<file path="src/hw/rtl/cartridge_segment_bank_mapper_macros.svh">
// Assertion macros used by the top level of the segment bank mapper.
`ifndef CARTRIDGE_SEGMENT_BANK_MAPPER_MACROS_SVH
`define CARTRIDGE_SEGMENT_BANK_MAPPER_MACROS_SVH

`ifndef SYNTHESIS
// Checked property, disabled while reset is high.
`define CSBM_ASSERT(lbl, clk, rst, prop) \
  lbl: assert property (@(posedge clk) disable iff (rst) (prop)) \
    else $error("csbm assertion failed");
// Checked property, also checked during reset.
`define CSBM_ASSERT_ALWAYS(lbl, clk, prop) \
  lbl: assert property (@(posedge clk) (prop)) \
    else $error("csbm assertion failed");
`else
`define CSBM_ASSERT(lbl, clk, rst, prop)
`define CSBM_ASSERT_ALWAYS(lbl, clk, prop)
`endif

`endif

</file>
<file path="src/hw/rtl/csbm_pkg.sv">
// Types and constants of the cartridge segment bank mapper.
`default_nettype none

package csbm_pkg;

  // Result kind of one bus access
  typedef enum logic [2:0] {
    TGT_NONE      = 3'd0,
    TGT_VIDEO     = 3'd1,
    TGT_ROM_READ  = 3'd2,
    TGT_RAM_READ  = 3'd3,
    TGT_RAM_WRITE = 3'd4,
    TGT_IGNORED   = 3'd5
  } target_t;

  // Bus operation codes
  localparam logic OP_READ  = 1'b0;
  localparam logic OP_WRITE = 1'b1;

  // Hotspot addresses (low seven bits inside the video window)
  localparam logic [6:0] ADDR_ROM_SWITCH = 7'h3F;
  localparam logic [6:0] ADDR_RAM_SWITCH = 7'h3E;

  // RAM segment half size in bytes
  localparam int unsigned RAM_HALF = 512;
  localparam int unsigned NUM_BANK_CODES = 64;

  // Widths of the item fields
  localparam int unsigned ADDR_W = 13;
  localparam int unsigned DATA_W = 8;
  localparam int unsigned ROM_W  = 16;
  localparam int unsigned BANK_W = 6;
  localparam int unsigned SEG_W  = 2;
  localparam int unsigned NUM_SEGS = 4;

  // Decoded access handed from the decoder to the pipeline
  typedef struct packed {
    target_t           target;
    logic [ROM_W-1:0]  rom_address;
    logic              ram_en;
    logic              ram_we;
  } dec_t;

endpackage

`default_nettype wire

</file>
<file path="src/hw/rtl/csbm_decode.sv">
// Segment bank registers and address decode of one bus access.
`default_nettype none

module csbm_decode #(
  parameter int unsigned RAM_BYTES = 32768
) (
  input  wire logic                           clk,
  input  wire logic                           rst,
  input  wire logic                           accept,
  input  wire logic                           operation,
  input  wire logic [csbm_pkg::ADDR_W-1:0]    bus_address,
  input  wire logic [csbm_pkg::DATA_W-1:0]    write_data,
  output csbm_pkg::dec_t                      dec,
  output logic      [$clog2(RAM_BYTES)-1:0]   ram_addr
);

  localparam int unsigned IDX_W = $clog2(RAM_BYTES);

  // Bit 6: RAM bank, bits 5:0: bank number
  logic [csbm_pkg::BANK_W:0] bank_q [csbm_pkg::NUM_SEGS];

  logic [csbm_pkg::SEG_W-1:0]  seg;
  logic [csbm_pkg::BANK_W:0]   entry;
  logic [csbm_pkg::BANK_W-1:0] bank;
  logic                        is_ram;
  logic                        is_write;
  logic                        in_video;
  logic                        in_cart;
  logic                        write_port;
  logic                        sw_rom;
  logic                        sw_ram;
  logic [IDX_W-1:0]            bank_base [csbm_pkg::NUM_BANK_CODES];
  logic [IDX_W:0]              idx_sum;

  // Base of each RAM bank, already reduced modulo the RAM size
  for (genvar g = 0; g < csbm_pkg::NUM_BANK_CODES; g++) begin : g_base
    assign bank_base[g] = IDX_W'((g * csbm_pkg::RAM_HALF) % RAM_BYTES);
  end

  assign is_write   = (operation == csbm_pkg::OP_WRITE);
  assign seg        = bus_address[11:10];
  assign entry      = bank_q[seg];
  assign bank       = entry[csbm_pkg::BANK_W-1:0];
  assign is_ram     = entry[csbm_pkg::BANK_W];
  assign in_video   = (bus_address[12:7] == 6'd0);
  assign in_cart    = bus_address[12];
  assign write_port = bus_address[9];
  assign sw_rom     = in_video && is_write && (bus_address[6:0] == csbm_pkg::ADDR_ROM_SWITCH);
  assign sw_ram     = in_video && is_write && (bus_address[6:0] == csbm_pkg::ADDR_RAM_SWITCH);

  // RAM index: base plus offset, one wrap at most
  assign idx_sum = {1'b0, bank_base[bank]} + (IDX_W + 1)'(bus_address[8:0]);
  always_comb begin
    if (idx_sum >= (IDX_W + 1)'(RAM_BYTES)) begin
      ram_addr = IDX_W'(idx_sum - (IDX_W + 1)'(RAM_BYTES));
    end else begin
      ram_addr = idx_sum[IDX_W-1:0];
    end
  end

  // Classify the access
  always_comb begin
    dec.target      = csbm_pkg::TGT_NONE;
    dec.rom_address = '0;
    dec.ram_en      = 1'b0;
    dec.ram_we      = 1'b0;
    if (in_video) begin
      dec.target = csbm_pkg::TGT_VIDEO;
    end else if (in_cart) begin
      if (!is_ram) begin
        if (is_write) begin
          dec.target = csbm_pkg::TGT_IGNORED;
        end else begin
          dec.target      = csbm_pkg::TGT_ROM_READ;
          dec.rom_address = {bank, bus_address[9:0]};
        end
      end else if (is_write && write_port) begin
        dec.target = csbm_pkg::TGT_RAM_WRITE;
        dec.ram_en = 1'b1;
        dec.ram_we = 1'b1;
      end else if (!is_write && !write_port) begin
        dec.target = csbm_pkg::TGT_RAM_READ;
        dec.ram_en = 1'b1;
      end else begin
        dec.target = csbm_pkg::TGT_IGNORED;
      end
    end
  end

  // Bank switch writes take effect for the next access
  always_ff @(posedge clk) begin
    if (rst) begin
      for (int i = 0; i < csbm_pkg::NUM_SEGS; i++) begin
        bank_q[i] <= '0;
      end
    end else if (accept && (sw_rom || sw_ram)) begin
      bank_q[write_data[7:6]] <= {sw_ram, write_data[csbm_pkg::BANK_W-1:0]};
    end
  end

endmodule

`default_nettype wire

</file>
<file path="config.mk">
export PLATFORM = sky130hd
export DESIGN_NAME = csbm_decode
export DESIGN_NICKNAME = d
export VERILOG_FILES = /design/src/hw/rtl/cartridge_segment_bank_mapper_macros.svh /design/src/hw/rtl/csbm_pkg.sv /design/src/hw/rtl/csbm_decode.sv
export SDC_FILE = /design/constraint.sdc
export NUM_CORES = 1
export LEC_CHECK = 0
export BUFFER_PORTS_ARGS = -buffer_cell sky130_fd_sc_hd__buf_2
export CAP_MARGIN = 20
export CORE_MARGIN = 5
export CORE_UTILIZATION = 45
export DETAILED_ROUTE_END_ITERATION = 8
export MAX_ROUTING_LAYER = met4
export PLACE_DENSITY = 0.74
export SLEW_MARGIN = 0
export SYNTH_ARGS = -nofsm -noshare
export SYNTH_HDL_FRONTEND = slang
export SYNTH_SLANG_ARGS = --single-unit
</file>
<file path="constraint.sdc">
create_clock -name clk -period 7.3 [get_ports clk]
set_clock_uncertainty 0.2 [all_clocks]
set_input_delay 2.19 -clock clk [delete_from_list [all_inputs] [get_ports clk]]
set_output_delay 2.19 -clock clk [all_outputs]
set_load 0.03 [all_outputs]
</file>
# Word level (Yosys, flattened, before mapping)
# Memories as Yosys holds them, arrays and structs flattened.
# Cells that the tools add are included.
dict set report classes {
  addsub 2
  mul 0
  div_mod_pow 0
  n_lt_le_gt_ge 2
  eq_ne 2
  shifts 0
  muxes 24
  n_bitwise 1
  n_reduce_logical 11
}
# operator count
set op_table {}
lappend op_table {{$mux 15} 3}
lappend op_table {{$mux 16} 2}
lappend op_table {{$mux 21} 1}
lappend op_table {{$mux 18} 1}
lappend op_table {{$add 15x9->16} 1}
lappend op_table {{$ge 16x16->1 const B} 1}
lappend op_table {{$mux 3} 5}
lappend op_table {{$sub 15x1->15 const B} 1}
lappend op_table {{$eq 7x6->1 const B} 2}
lappend op_table {{$mux 1} 9}
lappend op_table {{$ge 7x7->1 const B} 1}
lappend op_table {{$mux 7} 1}
lappend op_table {{$not 6->7} 1}
lappend op_table {{$reduce_or 7->1} 1}
lappend op_table {{$logic_and 1x1->1} 6}
lappend op_table {{$logic_not 6->1} 1}
lappend op_table {{$mux 2} 2}
lappend op_table {{$logic_not 1->1} 2}
lappend op_table {{$logic_or 1x1->1} 1}
dict set report word_totals {
  register_bits 0
  latch_bits 0
  ram_bits 28
  romBits 960
  inputBits 25
  output_inout_bits 36
  memories 2
}
# memory words width read_ports rd_clocked_by_memory_dff wr line_no
set memory_table {}
lappend memory_table {{(name not given)} 64 15 1 0 0 csbm_decode.sv:52} ;# assign idx_sum = {1'b0, bank_base[bank]} + (IDX_W + 1)'(bus_address[8:0]);
lappend memory_table {bank_q 4 7 1 0 4 csbm_decode.sv:20} ;# logic [csbm_pkg::BANK_W:0] bank_q [csbm_pkg::NUM_SEGS];

# Longest topological paths before layout
# Gate-level depths: netlist of run 1.
dict set report logic_depth {
  word_depth 10
  depth_mapped 5
  mapped_depth_nobuf 4
}

# Least setup slack after synthesis of run 1
# OpenSTA, ideal clock, no wires.
dict set report synth_path {
  path_kind {input-to-output}
  startpoint {in bus_address[10] in the netlist's numbering}
  endpoint {out dec[9] in the netlist's numbering}
  t_arrival_ns 3.940
  t_required_ns 4.910
  path_slack_ns 0.970
  cell_stages 3
  path_buffers 1
  path_cell_list {buf_6 mux4_2 nor4bb_1}
}
# item line_no
set synth_lines {}
lappend synth_lines {{start, declared} csbm_decode.sv:11} ;# input wire logic [csbm_pkg::ADDR_W-1:0] bus_address,
lappend synth_lines {{end, declared} csbm_decode.sv:13} ;# output csbm_pkg::dec_t dec,

==> flow_summary.yaml, run 1 <==
outcome:
  status: "complete, no violations"
finish:
  layout-drive-gt1-share_pct: 39.3
  area_delta_synth_final_pct: 19.7
  largest-register: "bank_q"
  antennaDiodeCount: 0
  mostFrequentLayoutCell: "buf_2"
  largestRegisters: "bank_q x28"
  fill_cells: 312
  largest_reg_flops: 28
  regArea_um2: 841
  layout_common_cells: "buf_2 (62), edfxtp_1 (28), nor3_1 (16)"
  multi_input_area_um2: 676
  postLayoutCellArea_um2: 1970
  fin_util_pct: 54.6
  nNetsFinal: 221
  stdcell_count: 239
min_path:
  hold_path.class: "in2reg"
setup_path:
  crit_required_ns: 4.91
  cp_max_fo: 15
  worstPathArrival_ns: 4.00
  end_kind: "output port"
  path_class: "in2out"
  setup.worst_path.end: "dec[5]"
  critical_path.startpoint_type: "input port"
  worstSetupStartpoint: "bus_address[10]"
logic_synthesis:
  yosysSeqAreaShare_pct: 51.1
  ys_warn_count: 0
  synth_top_cell_area_share_pct: 51.1
  synth-edff-count: 28
  ys_types: 28
  synth_nets: 169
  postSynthAreaPerCell_um2: 11.8
  synth_top_cell_by_area: "edfxtp_1"
  synthCells: 140
  synth_area_leaders: "edfxtp_1 (51%), mux4_1 (6.4%), and2_1 (5.7%), nor3_1 (4.9%), buf_4 (4.1%)"
  ys_async_sr_fraction_pct: 0
  synth_area_um2: 1650
  ys.flop_type: "edfxtp_1"
  synth_seq_cells: 28
clocking:
  cts_tree: "yes"
  root_buffer: "clkbuf_8"
  cts_setup_buffers: 0
  clock_path_buffers: 2
  h-tree-depth: 1
  holdBufCountCts: 0
  clkTransAtPathRegs_ns: 0.09
  cts_sinks: 28
  cts_resized: 0
  cts_inserted_buffers: 3
place:
  io_buffers: 60
  hpwl_um: 2830
  placedCellCount: 233
  place_area_um2: 1910
  dp_slack_ns: 0.836
  gp_congestion: 0.748
timing:
  slew_violations: 0
  hold_violations: 0
  maxSlewHeadroom_pct: 52.6
  setup_slack_ns: 0.913
  worst_pin_slew_ns: 0.705
  tns_ns: 0
  rsz0062_at_grt: "false"
  finalSetupViolCount: 0
  fmax_mhz: 157
  hold_ws_ns: 2.08
  period_share_pct: 87.5
  min_period_ns: 6.39
drt:
  drtIter0Drc: 93
  routed_wirelength_um: 3640
  wl_per_cell_um: 15.2
  via_count: 1224
  drc_errors: 0
  via_per_inst: 5.12
  postRouteAntennaNets: 0
  drt_pre_antenna_iters: 4
pwr:
  leakage_nw: 0.814
  total_power_mw: 0.342
  p_per_area_nw_per_um2: 174
  ir_drop_mv: 0.0679
floorplanning:
  core-area_um2: 3610
  start_util_pct: 45.7
  rows: 22
  ioPinCount: 61
  design.die.area_um2: 4970
  die_h_um: 70.5
  die_width_um: 70.5
run:
  cap_violations: 0
global_route:
  grt_use_total_pct: 15.4
  grt_pass1_vias: 1191
  antenna_found_initial: 0
  grt_pass1_wl_um: 5870
  grt_max_degree: 27
  overflow: 0
## critical path, stage by stage
cell and delay (ns):
buf_2 0.24, mux4_2 0.67, nor3b_4 0.49, and2_1 0.20, buf_2 0.19
## cell type report
cell class                 instances  share of cell area (%)
clock buffer                       3                    2.10
multi-input combinational         91                    34.3
timing repair buffer              65                    17.1
inverter                           3                   0.571
sequential                        28                    42.7
clock inverter                     1                   0.190
tap                               48                    3.05
## kinds of logic (layout without fill, tap and decap cells)
| family | Yosys count | in the layout | synth area share (%) |
|---|---|---|---|
| buffers and inverters | 21 | 72 | 7.90 |
| DFF | 28 | 28 | 51.1 |
| and+or+nand+nor | 73 | 73 | 24.7 |
| AOI/OAI and AO/OA | 7 | 7 | 2.81 |
| adders and majority gates | 4 | 4 | 3.04 |
| muxes | 7 | 7 | 10.5 |
## per-layer routing
layer	wire, um	vias to the layer above	GRT usage, %
li1	-	603	-
met1	1300	564	17.8
met2	2030	55	28.6
met3	297	2	1.15
met4	23	0	3.83
met5	0	-	-
## synth_stat cells, drive strengths merged (2+ instances only)
library cell / number
edfxtp: 28
nor3: 16
and2: 15
nor2: 15
buf: 13
nand2: 11
mux4: 7
clkbuf: 5
ha: 4
inv: 3
nand4: 3
o21ai: 3
and4b: 2
nand2b: 2
nand3b: 2
o31ai: 2
## report_power, final
part	switching (mW)	internal (mW)	leakage (nW)
Clock	0.0446	0.0377	0.0231
Sequential	0.00191	0.184	0.266
Combinational	0.0490	0.0251	0.525
## worst min path at each step
stage	from	endpoint	slack (ns)	depth (start not counted)
after global placement	write_data[3]	bank_q[3][3]	2.35	3
after detailed placement	write_data[3]	bank_q[3][3]	2.36	3
after CTS	write_data[1]	bank_q[3][1]	2.09	3
final	write_data[1]	bank_q[3][1]	2.08	3
after global routing	write_data[3]	bank_q[3][3]	2.11	3
after floorplan	write_data[0]	bank_q[3][0]	2.25	2
(Power assumes the default switching activity.)
==> run 2, diff against run 1 <==
--- a/config.mk
+++ b/config.mk
@@ -5,13 +5,14 @@
 export SDC_FILE = /design/constraint.sdc
 export NUM_CORES = 1
 export LEC_CHECK = 0
+export ABC_AREA = 1
 export BUFFER_PORTS_ARGS = -buffer_cell sky130_fd_sc_hd__buf_2
 export CAP_MARGIN = 20
 export CORE_MARGIN = 5
 export CORE_UTILIZATION = 45
 export DETAILED_ROUTE_END_ITERATION = 8
 export MAX_ROUTING_LAYER = met4
-export PLACE_DENSITY = 0.74
+export PLACE_DENSITY = 0.73
 export SLEW_MARGIN = 0
 export SYNTH_ARGS = -nofsm -noshare
 export SYNTH_HDL_FRONTEND = slang
==> flow_summary.yaml, run 2 <==
outcome:
  status: "complete, no violations"
global_route:
  grt_pass1_vias: 1207
  antenna_found_initial: 0
  overflow: 0
  grt_use_total_pct: 14.7
  grt_pass1_wl_um: 5910
  grt_max_degree: 17
finish:
  layout_common_cells: "buf_2 (60), nor2_1 (34), edfxtp_1 (28)"
  mostFrequentLayoutCell: "buf_2"
  antennaDiodeCount: 0
  fill_cells: 362
  largestRegisters: "bank_q x28"
  fin_util_pct: 54.6
  regArea_um2: 841
  nNetsFinal: 262
  multi_input_area_um2: 712
  largest-register: "bank_q"
  largest_reg_flops: 28
  area_delta_synth_final_pct: 16.3
  layout-drive-gt1-share_pct: 37.5
timing:
  hold_violations: 0
  hold_ws_ns: 2.09
  slew_violations: 0
  fmax_mhz: 168
  tns_ns: 0
  finalSetupViolCount: 0
  rsz0062_at_grt: "false"
  setup_slack_ns: 1.35
  period_share_pct: 81.5
  min_period_ns: 5.95
  maxSlewHeadroom_pct: 32.6
  worst_pin_slew_ns: 1.00
place:
  hpwl_um: 2990
  dp_slack_ns: 1.36
  io_buffers: 60
  gp_congestion: 0.769
clocking:
  cts_sinks: 28
  cts_tree: "yes"
  cts_setup_buffers: 0
  cts_resized: 0
  cts_inserted_buffers: 3
  h-tree-depth: 1
  clock_path_buffers: 2
  clkTransAtPathRegs_ns: 0.09
  holdBufCountCts: 0
  root_buffer: "clkbuf_8"
drt:
  drtIter0Drc: 109
  drt_pre_antenna_iters: 4
  wl_per_cell_um: 13.2
  drc_errors: 0
  postRouteAntennaNets: 0
  via_count: 1383
  routed_wirelength_um: 3680
  via_per_inst: 4.94
logic_synthesis:
  synth_area_um2: 1750
  ys_warn_count: 0
  yosysSeqAreaShare_pct: 48.2
  synth-edff-count: 28
  synthMostInstantiatedCell: "nor2_1"
  synth_area_leaders: "edfxtp_1 (48%), nor3_2 (7.5%), nor2_1 (7.3%), buf_4 (5.2%), o21ai_0 (4.0%)"
  ys_types: 24
  synth_nets: 213
  synthCells: 184
  synth_top_cell_by_area: "edfxtp_1"
  synth_common_cells: "nor2_1 (34), edfxtp_1 (28), inv_1 (17)"
  ys.flop_type: "edfxtp_1"
  synth_top_cell_area_share_pct: 48.2
  ys_async_sr_fraction_pct: 0
  synth_seq_cells: 28
  postSynthAreaPerCell_um2: 9.49
pwr:
  ir_drop_mv: 0.0972
  leakage_nw: 0.869
  p_per_area_nw_per_um2: 168
min_path:
  hold_path.class: "in2reg"
setup_path:
  crit_required_ns: 4.91
  critical_path.startpoint_type: "input port"
  cp_max_fo: 16
  worstPathArrival_ns: 3.56
  path_class: "in2out"
  end_kind: "output port"
floorplanning:
  die_h_um: 72.3
  design.die.area_um2: 5220
  core-area_um2: 3720
  ioPinCount: 61
  rows: 22
  start_util_pct: 47.0
  die_width_um: 72.3
run:
  cap_violations: 0
[run 2: cell count changes after synthesis, sizes merged, moves of 4 or more]
| cell | delta |
|---|---|
| nor2 | +20 |
| nor3 | +7 |
| o22ai | +6 |
| nor3b | +5 |
| nand2 | +8 |
| inv | +15 |
| and2 | -15 |
| o21ai | +14 |
| nand3 | +9 |
| mux4 | -7 |
| clkbuf | -4 |
[run 2: path summary, 6_finish.rpt]
check                 cells past startpoint            start  slack (ns)            to
worst min-delay path                      3    write_data[3]        2.09  bank_q[3][3]
worst max-delay path                      9  bus_address[10]        1.35       dec[18]
[run 2: layout make-up]
class | instances | area share (%)
multi-input combinational | 121 | 35.1
clock buffer | 3 | 2.03
inverter | 19 | 3.51
timing repair buffer | 60 | 14.8
clock inverter | 1 | 0.185
sequential | 28 | 41.4
tap | 48 | 2.96
[run 2: critical path, stage by stage]
cell and delay (ns):
buf_2 0.18, inv_2 0.19, nand2_1 0.08, nand3_1 0.08, nand2_2 0.10, nand2_2 0.25
nand2_1 0.11, o21ai_0 0.16, buf_2 0.22
[run 2: kinds of logic (layout without fill, tap and decap cells)]
group	Yosys count	in the layout	share of synthesized area [%]
and+or+nand+nor	93	93	30.6
buffers and inverters	35	83	11.0
DFF	28	28	48.2
AOI/OAI and AO/OA	24	24	7.31
adders and majority gates	4	4	2.87
[run 2: through the flow]
step	cells	area, um2	power (mW)
final	280	2030	0.341
after global routing	280	2030	0.361
after CTS	280	2030	0.344
after detailed placement	276	1980	0.266
after global placement	276	1980	0.265
after floorplan	184	1750	0.245
[run 2: per-layer routing]
| layer | global-route usage, % | share of wire, % | up-vias |
|---|---|---|---|
| li1 | - | - | 715 |
| met1 | 21.1 | 45 | 621 |
| met2 | 21.5 | 47 | 45 |
| met3 | 2.08 | 7.6 | 2 |
| met4 | 4.38 | 0.76 | 0 |
| met5 | - | 0 | - |
[run 2: where the power goes]
| group | switching (mW) | internal (mW) |
|---|---|---|
| combinational | 0.0537 | 0.0209 |
| sequential | 0.00305 | 0.184 |
| clock | 0.0420 | 0.0376 |
